[config.mk]
export PLATFORM = sky130hd
export DESIGN_NAME = multi_queue_priority_picker_core
export DESIGN_NICKNAME = d
export VERILOG_FILES = /design/src/hdl/mqpp_pkg.sv /design/src/hdl/mqpp_entry_ram.sv /design/src/hdl/multi_queue_priority_picker_core.sv
export SDC_FILE = /design/constraint.sdc
export NUM_CORES = 2
export LEC_CHECK = 0
export ABC_AREA = 1
export BUFFER_PORTS_ARGS = -buffer_cell sky130_fd_sc_hd__buf_2
export CELL_PAD_IN_SITES_DETAIL_PLACEMENT = 1
export CELL_PAD_IN_SITES_GLOBAL_PLACEMENT = 1
export CORE_MARGIN = 4
export CORE_UTILIZATION = 36
export DETAILED_ROUTE_END_ITERATION = 10
export PLACE_DENSITY = 0.6
export SLEW_MARGIN = 20
export SYNTH_ARGS = -nofsm -noshare
export SYNTH_HDL_FRONTEND = slang
export SYNTH_HIERARCHICAL = 1
export SYNTH_SLANG_ARGS = --single-unit
[constraint.sdc]
create_clock -name clock -period 5.6 [get_ports clock]
set_input_delay 0.56 -clock clock [delete_from_list [all_inputs] [get_ports clock]]
set_output_delay 0.56 -clock clock [all_outputs]
set_load 0.01 [all_outputs]
[src/hdl/mqpp_pkg.sv]
// mqpp_pkg: sizes, opcodes and beat types for the multi-queue priority picker.
// No dependencies; imported by the core.
`default_nettype none

package mqpp_pkg;

   localparam int POOL_DEPTH  = 64;
   localparam int QUEUE_COUNT = 7;
   localparam int STEP_BITS   = 8;
   localparam int HANDLE_BITS = 8;
   localparam int TYPE_BITS   = 4;
   localparam int QSEL_BITS   = 3;
   localparam int FLAG_BITS   = 7;

   // only queues that exist get a non-empty flag
   localparam int FLAG_COUNT = (QUEUE_COUNT < FLAG_BITS) ? QUEUE_COUNT : FLAG_BITS;

   localparam int IDX_W = (POOL_DEPTH > 1) ? $clog2(POOL_DEPTH) : 1;
   localparam int CNT_W = $clog2(POOL_DEPTH + 1);

   localparam logic OP_ADD  = 1'b0;
   localparam logic OP_TAKE = 1'b1;

   typedef struct packed {
      logic                   operation;
      logic [QSEL_BITS-1:0]   queue_select;
      logic [HANDLE_BITS-1:0] job_handle;
      logic [STEP_BITS-1:0]   job_step;
      logic [TYPE_BITS-1:0]   job_type;
   } req_type;

   typedef struct packed {
      logic                   done_res;
      logic [HANDLE_BITS-1:0] out_handle;
      logic [STEP_BITS-1:0]   out_step;
      logic [TYPE_BITS-1:0]   out_type;
      logic                   pool_full;
      logic [FLAG_BITS-1:0]   queue_nonempty;
   } rsp_type;

   // one pool slot
   typedef struct packed {
      logic [QSEL_BITS-1:0]   queue;
      logic [HANDLE_BITS-1:0] handle;
      logic [STEP_BITS-1:0]   step;
      logic [TYPE_BITS-1:0]   kind;
   } entry_type;

endpackage

`default_nettype wire

[src/hdl/mqpp_entry_ram.sv]
// mqpp_entry_ram: simple dual-port RAM, one write and one registered read port.
// Generic; no package dependency.
`default_nettype none

module mqpp_entry_ram #(
   parameter int DEPTH = 64,
   parameter int WIDTH = 8
) (
   input  wire logic                       clock,
   input  wire logic                       wr_en,
   input  wire logic [$clog2(DEPTH)-1:0]   wr_addr,
   input  wire logic [WIDTH-1:0]           wr_data,
   input  wire logic [$clog2(DEPTH)-1:0]   rd_addr,
   output      logic [WIDTH-1:0]           rd_data
);

   logic [WIDTH-1:0] mem [DEPTH];

   always_ff @(posedge clock) begin
      if (wr_en) begin
         mem[wr_addr] <= wr_data;
      end
   end

   always_ff @(posedge clock) begin
      rd_data <= mem[rd_addr];
   end

endmodule

`default_nettype wire

[src/hdl/multi_queue_priority_picker_core.sv]
// multi_queue_priority_picker_core: top level of the multi-queue priority picker.
// Uses mqpp_pkg and mqpp_entry_ram.
`default_nettype none

// Channel   Ports                          Direction  Beat
// -------   -----------------------------  ---------  --------------------------------
// request   req_valid/req_stall/req_payload in         one add or take command
// response  rsp_valid/rsp_stall/rsp_payload out        one result per request beat
//
// Path from accept to rsp_valid: an add writes its slot in ST_ADD; a take on
// an empty pool or a missing queue goes straight to ST_DONE. Otherwise a take
// scans the n used slots through the single read port and ends with no match,
// a match in the youngest slot, or m younger slots copied down one (ST_SHIFT).
// Reset clears the control state, the used count and per-queue counts; the pool
// RAM is never cleared, every slot below the used count has been written.
// One request is in work at a time; a result parked in the output register
// under rsp_stall does not block the next request beat.

module multi_queue_priority_picker_core (
   input  wire logic              clock,
   input  wire logic              reset,
   input  wire logic              req_valid,
   output      logic              req_stall,
   input  wire mqpp_pkg::req_type req_payload,
   output      logic              rsp_valid,
   input  wire logic              rsp_stall,
   output      mqpp_pkg::rsp_type rsp_payload
);

   import mqpp_pkg::*;

   localparam logic [2:0] ST_IDLE   = 3'd0;
   localparam logic [2:0] ST_ADD    = 3'd1;
   localparam logic [2:0] ST_SCAN   = 3'd2;
   localparam logic [2:0] ST_SHIFT  = 3'd3;
   localparam logic [2:0] ST_REMOVE = 3'd4;
   localparam logic [2:0] ST_DONE   = 3'd5;

   localparam int ENTRY_W = $bits(entry_type);

   // control state
   logic [2:0]       state_ff, state_in;
   logic [CNT_W-1:0] count_ff, count_in;
   logic [CNT_W-1:0] qcnt_ff [QUEUE_COUNT];
   logic [CNT_W-1:0] qcnt_in [QUEUE_COUNT];
   logic             issuing_ff, issuing_in;
   logic             pend_ff, pend_in;
   logic             pend_last_ff, pend_last_in;
   logic             found_ff, found_in;
   logic             rsp_valid_ff, rsp_valid_in;

   // payload state
   req_type          req_ff, req_in;
   logic [IDX_W-1:0] issue_idx_ff, issue_idx_in;
   logic [IDX_W-1:0] last_idx_ff, last_idx_in;
   logic [IDX_W-1:0] pend_idx_ff, pend_idx_in;
   logic [IDX_W-1:0] best_idx_ff, best_idx_in;
   logic [HANDLE_BITS-1:0] best_handle_ff, best_handle_in;
   logic [STEP_BITS-1:0]   best_step_ff, best_step_in;
   logic [TYPE_BITS-1:0]   best_kind_ff, best_kind_in;
   logic             res_done_ff, res_done_in;
   logic             res_full_ff, res_full_in;
   rsp_type          rsp_ff, rsp_in;

   // RAM port
   logic             wr_en;
   logic [IDX_W-1:0] wr_addr;
   entry_type        wr_entry;
   logic [IDX_W-1:0] rd_addr;
   logic [ENTRY_W-1:0] rd_bits;
   entry_type        rd_entry;

   logic             req_fire;
   logic             new_sel_ok;
   logic             sel_ok;
   logic             match;
   logic             better;
   logic             rsp_load;
   logic [FLAG_BITS-1:0] flags;

   mqpp_entry_ram #(
      .DEPTH (POOL_DEPTH),
      .WIDTH (ENTRY_W)
   ) u_pool (
      .clock   (clock),
      .wr_en   (wr_en),
      .wr_addr (wr_addr),
      .wr_data (wr_entry),
      .rd_addr (rd_addr),
      .rd_data (rd_bits)
   );

   assign rd_entry  = entry_type'(rd_bits);
   assign req_stall = (state_ff != ST_IDLE);
   assign req_fire  = req_valid && !req_stall;
   assign new_sel_ok = (32'(req_payload.queue_select) < QUEUE_COUNT);
   assign sel_ok     = (32'(req_ff.queue_select) < QUEUE_COUNT);

   // scan compare: higher step, then lower type; strict so the oldest keeps ties
   assign match  = pend_ff && (rd_entry.queue == req_ff.queue_select);
   assign better = !found_ff || (rd_entry.step > best_step_ff) ||
                   ((rd_entry.step == best_step_ff) && (rd_entry.kind < best_kind_ff));

   always_comb begin
      flags = '0;
      for (int i = 0; i < FLAG_COUNT; i++) begin
         flags[i] = (qcnt_ff[i] != '0);
      end
   end

   assign rsp_load = (state_ff == ST_DONE) && (!rsp_valid_ff || !rsp_stall);

   always_comb begin
      state_in       = state_ff;
      count_in       = count_ff;
      qcnt_in        = qcnt_ff;
      issuing_in     = issuing_ff;
      pend_in        = 1'b0;
      pend_last_in   = pend_last_ff;
      pend_idx_in    = pend_idx_ff;
      found_in       = found_ff;
      req_in         = req_ff;
      issue_idx_in   = issue_idx_ff;
      last_idx_in    = last_idx_ff;
      best_idx_in    = best_idx_ff;
      best_handle_in = best_handle_ff;
      best_step_in   = best_step_ff;
      best_kind_in   = best_kind_ff;
      res_done_in    = res_done_ff;
      res_full_in    = res_full_ff;
      wr_en          = 1'b0;
      wr_addr        = IDX_W'(count_ff);
      wr_entry       = '{queue:  req_ff.queue_select,
                         handle: req_ff.job_handle,
                         step:   req_ff.job_step,
                         kind:   req_ff.job_type};
      rd_addr        = issue_idx_ff;

      // read issue, shared by scan and compaction
      if ((state_ff == ST_SCAN || state_ff == ST_SHIFT) && issuing_ff) begin
         pend_in      = 1'b1;
         pend_idx_in  = issue_idx_ff;
         pend_last_in = (issue_idx_ff == last_idx_ff);
         if (issue_idx_ff == last_idx_ff) begin
            issuing_in = 1'b0;
         end else begin
            issue_idx_in = issue_idx_ff + 1'b1;
         end
      end

      unique case (state_ff)
         ST_IDLE: begin
            if (req_fire) begin
               req_in      = req_payload;
               found_in    = 1'b0;
               res_done_in = 1'b0;
               res_full_in = 1'b0;
               if (req_payload.operation == OP_ADD) begin
                  state_in = ST_ADD;
               end else if (new_sel_ok && count_ff != '0) begin
                  state_in     = ST_SCAN;
                  issuing_in   = 1'b1;
                  issue_idx_in = '0;
                  last_idx_in  = IDX_W'(count_ff - 1'b1);
               end else begin
                  state_in = ST_DONE;
               end
            end
         end
         ST_ADD: begin
            if (sel_ok) begin
               if (count_ff == CNT_W'(POOL_DEPTH)) begin
                  res_full_in = 1'b1;
               end else begin
                  wr_en       = 1'b1;
                  count_in    = count_ff + 1'b1;
                  res_done_in = 1'b1;
                  for (int i = 0; i < QUEUE_COUNT; i++) begin
                     if (32'(req_ff.queue_select) == i) begin
                        qcnt_in[i] = qcnt_ff[i] + 1'b1;
                     end
                  end
               end
            end
            state_in = ST_DONE;
         end
         ST_SCAN: begin
            if (match && better) begin
               found_in       = 1'b1;
               best_idx_in    = pend_idx_ff;
               best_handle_in = rd_entry.handle;
               best_step_in   = rd_entry.step;
               best_kind_in   = rd_entry.kind;
            end
            if (pend_ff && pend_last_ff) begin
               if (!found_in) begin
                  state_in = ST_DONE;
               end else if (best_idx_in == last_idx_ff) begin
                  state_in = ST_REMOVE;
               end else begin
                  // move the younger entries down one slot
                  state_in     = ST_SHIFT;
                  issuing_in   = 1'b1;
                  issue_idx_in = best_idx_in + 1'b1;
               end
            end
         end
         ST_SHIFT: begin
            if (pend_ff) begin
               wr_en    = 1'b1;
               wr_addr  = pend_idx_ff - 1'b1;
               wr_entry = rd_entry;
               if (pend_last_ff) begin
                  state_in = ST_REMOVE;
               end
            end
         end
         ST_REMOVE: begin
            count_in    = count_ff - 1'b1;
            res_done_in = 1'b1;
            for (int i = 0; i < QUEUE_COUNT; i++) begin
               if (32'(req_ff.queue_select) == i) begin
                  qcnt_in[i] = qcnt_ff[i] - 1'b1;
               end
            end
            state_in = ST_DONE;
         end
         ST_DONE: begin
            if (rsp_load) begin
               state_in = ST_IDLE;
            end
         end
         default: begin
            state_in = ST_IDLE;
         end
      endcase
   end

   // output register
   always_comb begin
      rsp_in       = rsp_ff;
      rsp_valid_in = rsp_valid_ff;
      if (rsp_load) begin
         rsp_valid_in          = 1'b1;
         rsp_in.done_res       = res_done_ff;
         rsp_in.out_handle     = found_ff ? best_handle_ff : '0;
         rsp_in.out_step       = found_ff ? best_step_ff : '0;
         rsp_in.out_type       = found_ff ? best_kind_ff : '0;
         rsp_in.pool_full      = res_full_ff;
         rsp_in.queue_nonempty = flags;
      end else if (rsp_valid_ff && !rsp_stall) begin
         rsp_valid_in = 1'b0;
      end
   end

   assign rsp_valid   = rsp_valid_ff;
   assign rsp_payload = rsp_ff;

   always_ff @(posedge clock) begin
      if (reset) begin
         state_ff     <= ST_IDLE;
         count_ff     <= '0;
         for (int i = 0; i < QUEUE_COUNT; i++) begin
            qcnt_ff[i] <= '0;
         end
         issuing_ff   <= 1'b0;
         pend_ff      <= 1'b0;
         pend_last_ff <= 1'b0;
         found_ff     <= 1'b0;
         rsp_valid_ff <= 1'b0;
      end else begin
         state_ff     <= state_in;
         count_ff     <= count_in;
         qcnt_ff      <= qcnt_in;
         issuing_ff   <= issuing_in;
         pend_ff      <= pend_in;
         pend_last_ff <= pend_last_in;
         found_ff     <= found_in;
         rsp_valid_ff <= rsp_valid_in;
      end
   end

   always_ff @(posedge clock) begin
      req_ff         <= req_in;
      issue_idx_ff   <= issue_idx_in;
      last_idx_ff    <= last_idx_in;
      pend_idx_ff    <= pend_idx_in;
      best_idx_ff    <= best_idx_in;
      best_handle_ff <= best_handle_in;
      best_step_ff   <= best_step_in;
      best_kind_ff   <= best_kind_in;
      res_done_ff    <= res_done_in;
      res_full_ff    <= res_full_in;
      rsp_ff         <= rsp_in;
   end

endmodule

`default_nettype wire
==> impl_summary.md <==
Timing
The aggregate negative setup slack is 0 ns. The final count of negative-setup-slack endpoints is 0. The count of final hold-check violations is 0.

The final-report max-slew violation count is 0. The clock arrives with slightly below 0.03 ns of skew. In this run the tightest slew margin relative to its limit is between 20% and 30%. Subtracting the final worst setup slack from the clock period gives between 4 and 5 ns. Setup repair after global routing left no endpoint under its margin. Static timing analysis puts the maximum clock frequency at ~0.25 GHz. At the pin with the least slew margin, the transition time is approximately 1.2 ns. The final worst-path cycle share is 72.88%.

Clocking
In this run, CTS created clock tree buffers numbering 175. Clock-pin slew was measured on the worst setup and hold paths at 0.06 ns. At the later pin of the worst-skew pair, clock insertion delay measures 0.79 ns.

Once the clock tree was built, the resizer swapped 0 gates to a different size. Counting every sink on the clock net gives between 1500 and 2000. The maximum buffer depth of the clock tree is 3. The cell at the root of the clock tree is sky130_fd_sc_hd__clkbuf_16. The maximum level of the CTS H-tree is 4. The TritonCTS clock tree is built. Post-CTS timing repair inserted 0 buffers for setup. The number of hold buffers added after CTS was 23.

Finish
The count of cells in the finished layout, fillers not included, comes to slightly below 9000. The fraction of layout instances using a drive strength above 1 is under 10%. In the final layout, flip-flops and latches occupy 48840 um^2.

In the final design database the tool counted approximately 6200 nets. The area growth from synthesis to layout is 13.13%. The fill cell instance count of the final layout is roughly 20000.

The final design instance area without fill is 77800 um^2. The area occupied by multi-input gates is about 18000 um^2. The utilization of the core after routing is ~40%.

Worst hold path
The path with the worst hold slack has its endpoint at rsp_valid. In this run the most critical hold path is launched from rsp_stall. The class of the tightest hold or removal check is in -> reg. The depth of the worst hold-timing path is 3.

Critical path
The top fanout value on the critical path is 15. The depth of the worst register-to-register path is 11. The critical path contains buffers and inverters numbering 4 combined. The startpoint identified for the worst register-to-register timing path is state_ff[1]. The kind of cell with the highest combined delay along the critical path is simple AND/OR/NAND/NOR gates.

The longest individual stage delay on the worst path is 0.83 ns. The worst setup path is launched from a register. Walking the worst path, the cells encountered are inv_1, nor2_1, inv_1, nor2_1, nand2_1, nand2_1, o21ai_1, inv_1, nand4_1, nor2_2, buf_4. The worst endpoint data arrival time is around 4.6 ns. The critical path's slowest cell is sky130_fd_sc_hd__nand4_1. The critical path start-end classification is reg -> reg. The cell repeated most along the worst path is sky130_fd_sc_hd__inv_1. In this run the register-to-register setup slack is ~1.5 ns. For the worst setup path, the data required time is about 6.1 ns. STA classifies the critical path endpoint as a register. The worst register-to-register path ends at u_pool/mem[6][11].

Power and ir drop
Summed over all cells, the static leakage comes to approximately 28 nW. Total power for the finished layout comes to 37.57 mW. The worst supply voltage drop on vdd is between 0.4 and 0.5 mV. Power spread over the standard cell area amounts to 482.8 nW/um^2.

Global routing
The overflow left after global routing is 0. The wire length of the first global-routing pass is 320700 um. The via count of the first global-routing pass was about 47000. The number of antenna violations at the first check in global routing is 7. Global routing consumed, over all layers together, 21.78% of the routing resources. Entering global routing, the biggest net connects ~200 pins.

Yosys
By count the netlist is led by sky130_fd_sc_hd__nand2_1, sky130_fd_sc_hd__edfxtp_1, sky130_fd_sc_hd__nand3_1. The proportion of netlist area held by the largest area contributor is about two thirds. The largest total area in the synthesized netlist belongs to sky130_fd_sc_hd__edfxtp_1.

The number of nets in the synthesized netlist is between 6000 and 7000. Ranked by total cell area, the synthesized netlist is headed by sky130_fd_sc_hd__edfxtp_1, sky130_fd_sc_hd__nand2_1, sky130_fd_sc_hd__nand3_1. Among all cell types in the netlist, the one instantiated most often is sky130_fd_sc_hd__nand2_1. The share of synthesized flip-flops with an asynchronous set or reset is 0%. The unique cell type count in the Yosys netlist is 46. Synthesis inferred 1657 register bits. The most used flip-flop cell after synthesis is sky130_fd_sc_hd__edfxtp_1. The netlist area before placement is around 69000 um^2.

After technology mapping, the gate count stands at roughly 6000. The sequential-to-total area share from yosys stat is a little under three quarters. The total of warnings raised by yosys is 6. The synthesized design contains between 1500 and 2000 enable-type register cells. The average instance in the mapped netlist occupies around 11 um^2.

Die
The die is about 450 um wide. Row generation in the floorplan step produced 160 rows. The die covers a little under 200000 um^2. In this run the count of I/O pins placed on the die edge is 59. The area of the core is between 150000 and 200000 um^2. The die extent in y is approximately 450 um.

The initial core utilization is a little over a third.

Route
The routed wire length is about 220000 um. The count of routing violations after the opening detailed-route iteration is approximately 4400. The total met2 wirelength after detailed routing is ~110000 um. After detailed routing, the number of remaining DRC violations is 0.

The detailed-route vias per instance is 5.314. Before antenna repair, the detailed router went through 5 iterations. The average detailed-routed wire length per instance is 24.94 um. The total routed wire length on the met1 layer is roughly 94000 um. The highest routed metal layer is met4. Summed over all nets, wire length on met3 after detailed routing comes to between 10000 and 15000 um.

The via total after detailed routing is about 47000. The number of nets with antenna violations after detailed routing is 0.

Place
After detailed placement, the total cell area comes to about 72000 um^2. The number of placed instances, taps included, is approximately 8400. The number of I/O port buffers is 58. At the end of routability-driven placement, the weighted congestion stood at approximately 0.85.

The HPWL after detailed placement is ~130000 um.

Run status
The run finished with clean final reports.

Run
Max-cap violations in this run came to 0.
-- worst register-to-register path, delay by kind of cell, from the launching register on --
family,cells,cell delay (ns)
AO/OA/AOI/OAI,1,0.31
AND/OR/NAND/NOR,6,2.19
flip-flops,1,0.38
buffers and inverters,4,0.88
-- area by class of cell --
| cell class | count | area share [%] |
|---|---|---|
| Sequential cell | 1657 | 62.78 |
| Multi-Input combinational cell | 3883 | 23.02 |
| Clock buffer | 228 | 6.032 |
| Tap cell | 2511 | 4.038 |
| Timing Repair Buffer | 255 | 2.583 |
| Inverter | 157 | 0.7992 |
| Clock inverter | 79 | 0.7510 |
| Antenna cell | 1 | 0.003216 |
-- layout by cell type, fill, tap and decap left out, types with 8 or more instances in the layout --
master	n
sky130_fd_sc_hd__nand2_1	2055
sky130_fd_sc_hd__edfxtp_1	1564
sky130_fd_sc_hd__nand3_1	1291
sky130_fd_sc_hd__clkbuf_16	179
sky130_fd_sc_hd__buf_4	160
sky130_fd_sc_hd__inv_1	147
sky130_fd_sc_hd__a21oi_1	96
sky130_fd_sc_hd__dfxtp_1	88
sky130_fd_sc_hd__o21ai_0	81
sky130_fd_sc_hd__nor2_1	63
sky130_fd_sc_hd__nor2_2	58
sky130_fd_sc_hd__buf_2	58
sky130_fd_sc_hd__ha_1	52
sky130_fd_sc_hd__clkbuf_1	46
sky130_fd_sc_hd__xor2_1	44
sky130_fd_sc_hd__clkinv_1	44
sky130_fd_sc_hd__nand4_1	23
sky130_fd_sc_hd__dlygate4sd3_1	23
sky130_fd_sc_hd__nand2_2	22
sky130_fd_sc_hd__clkinv_2	20
sky130_fd_sc_hd__nor3_1	19
sky130_fd_sc_hd__buf_12	13
sky130_fd_sc_hd__xnor2_1	11
sky130_fd_sc_hd__bufinv_16	8
sky130_fd_sc_hd__nor4_2	8
-- layer usage --
metal,vias up,global-route usage (%)
met5,-,0
met4,0,7.607
met3,323,3.281
met2,1094,36.01
met1,23961,29.36
li1,21230,-
-- per-stage QoR --
stage	hold slack (ns)	setup slack (ns)
final	0.1202	1.519
after global routing	0.1056	1.304
after CTS	0.05054	1.509
after detailed placement	0.4220	1.567
after global placement	0.4095	1.605
after floorplan	0.4003	1.081
-- state kept, by name, indices dropped and copies added, names as in the netlist, 6 cells and up --
register and cells:
best_idx_ff 6, count_ff 7, rsp_payload 29, last_idx_ff 6, issue_idx_ff 6, u_pool/rd_data 23
qcnt_ff 49, u_pool/mem 1472, req_ff 23, pend_idx_ff 6, best_handle_ff 8, best_step_ff 8
-- report_power, final --
group	internal [mW]	switching [mW]	leakage, nW
clock network	6.23	4.77	2.57
registers	14.6	0.362	14.8
logic	2.80	8.83	10.6
total	23.6	14.0	28.0
-- worst max path at each step --
stage / cells past startpoint / to / from / slack, ns
2_1_floorplan: 11 / u_pool/mem[34][0] / state_ff[2] / 1.08
3_3_place_gp: 14 / u_pool/mem[3][22] / state_ff[1] / 1.60
3_5_place_dp: 13 / u_pool/mem[3][0] / state_ff[2] / 1.57
4_1_cts: 13 / u_pool/mem[3][12] / state_ff[2] / 1.51
5_1_grt: 11 / u_pool/mem[6][19] / state_ff[2] / 1.30
6_report: 11 / u_pool/mem[6][11] / state_ff[1] / 1.52
-- cell families (layout without fill, tap and decap cells) --
logic type,Yosys count,count (layout),synth area share [%]
XOR/XNOR,55,55,0.7004
AND/OR/NAND/NOR,3566,3566,22.18
buffers and inverters,507,719,3.447
adder cells (fa/ha/maj),59,59,1.150
AO/OA/AOI/OAI,203,203,1.528
other,0,1,0
flip-flops,1657,1657,70.99
No activity file was read; power rests on OpenSTA's default activity.
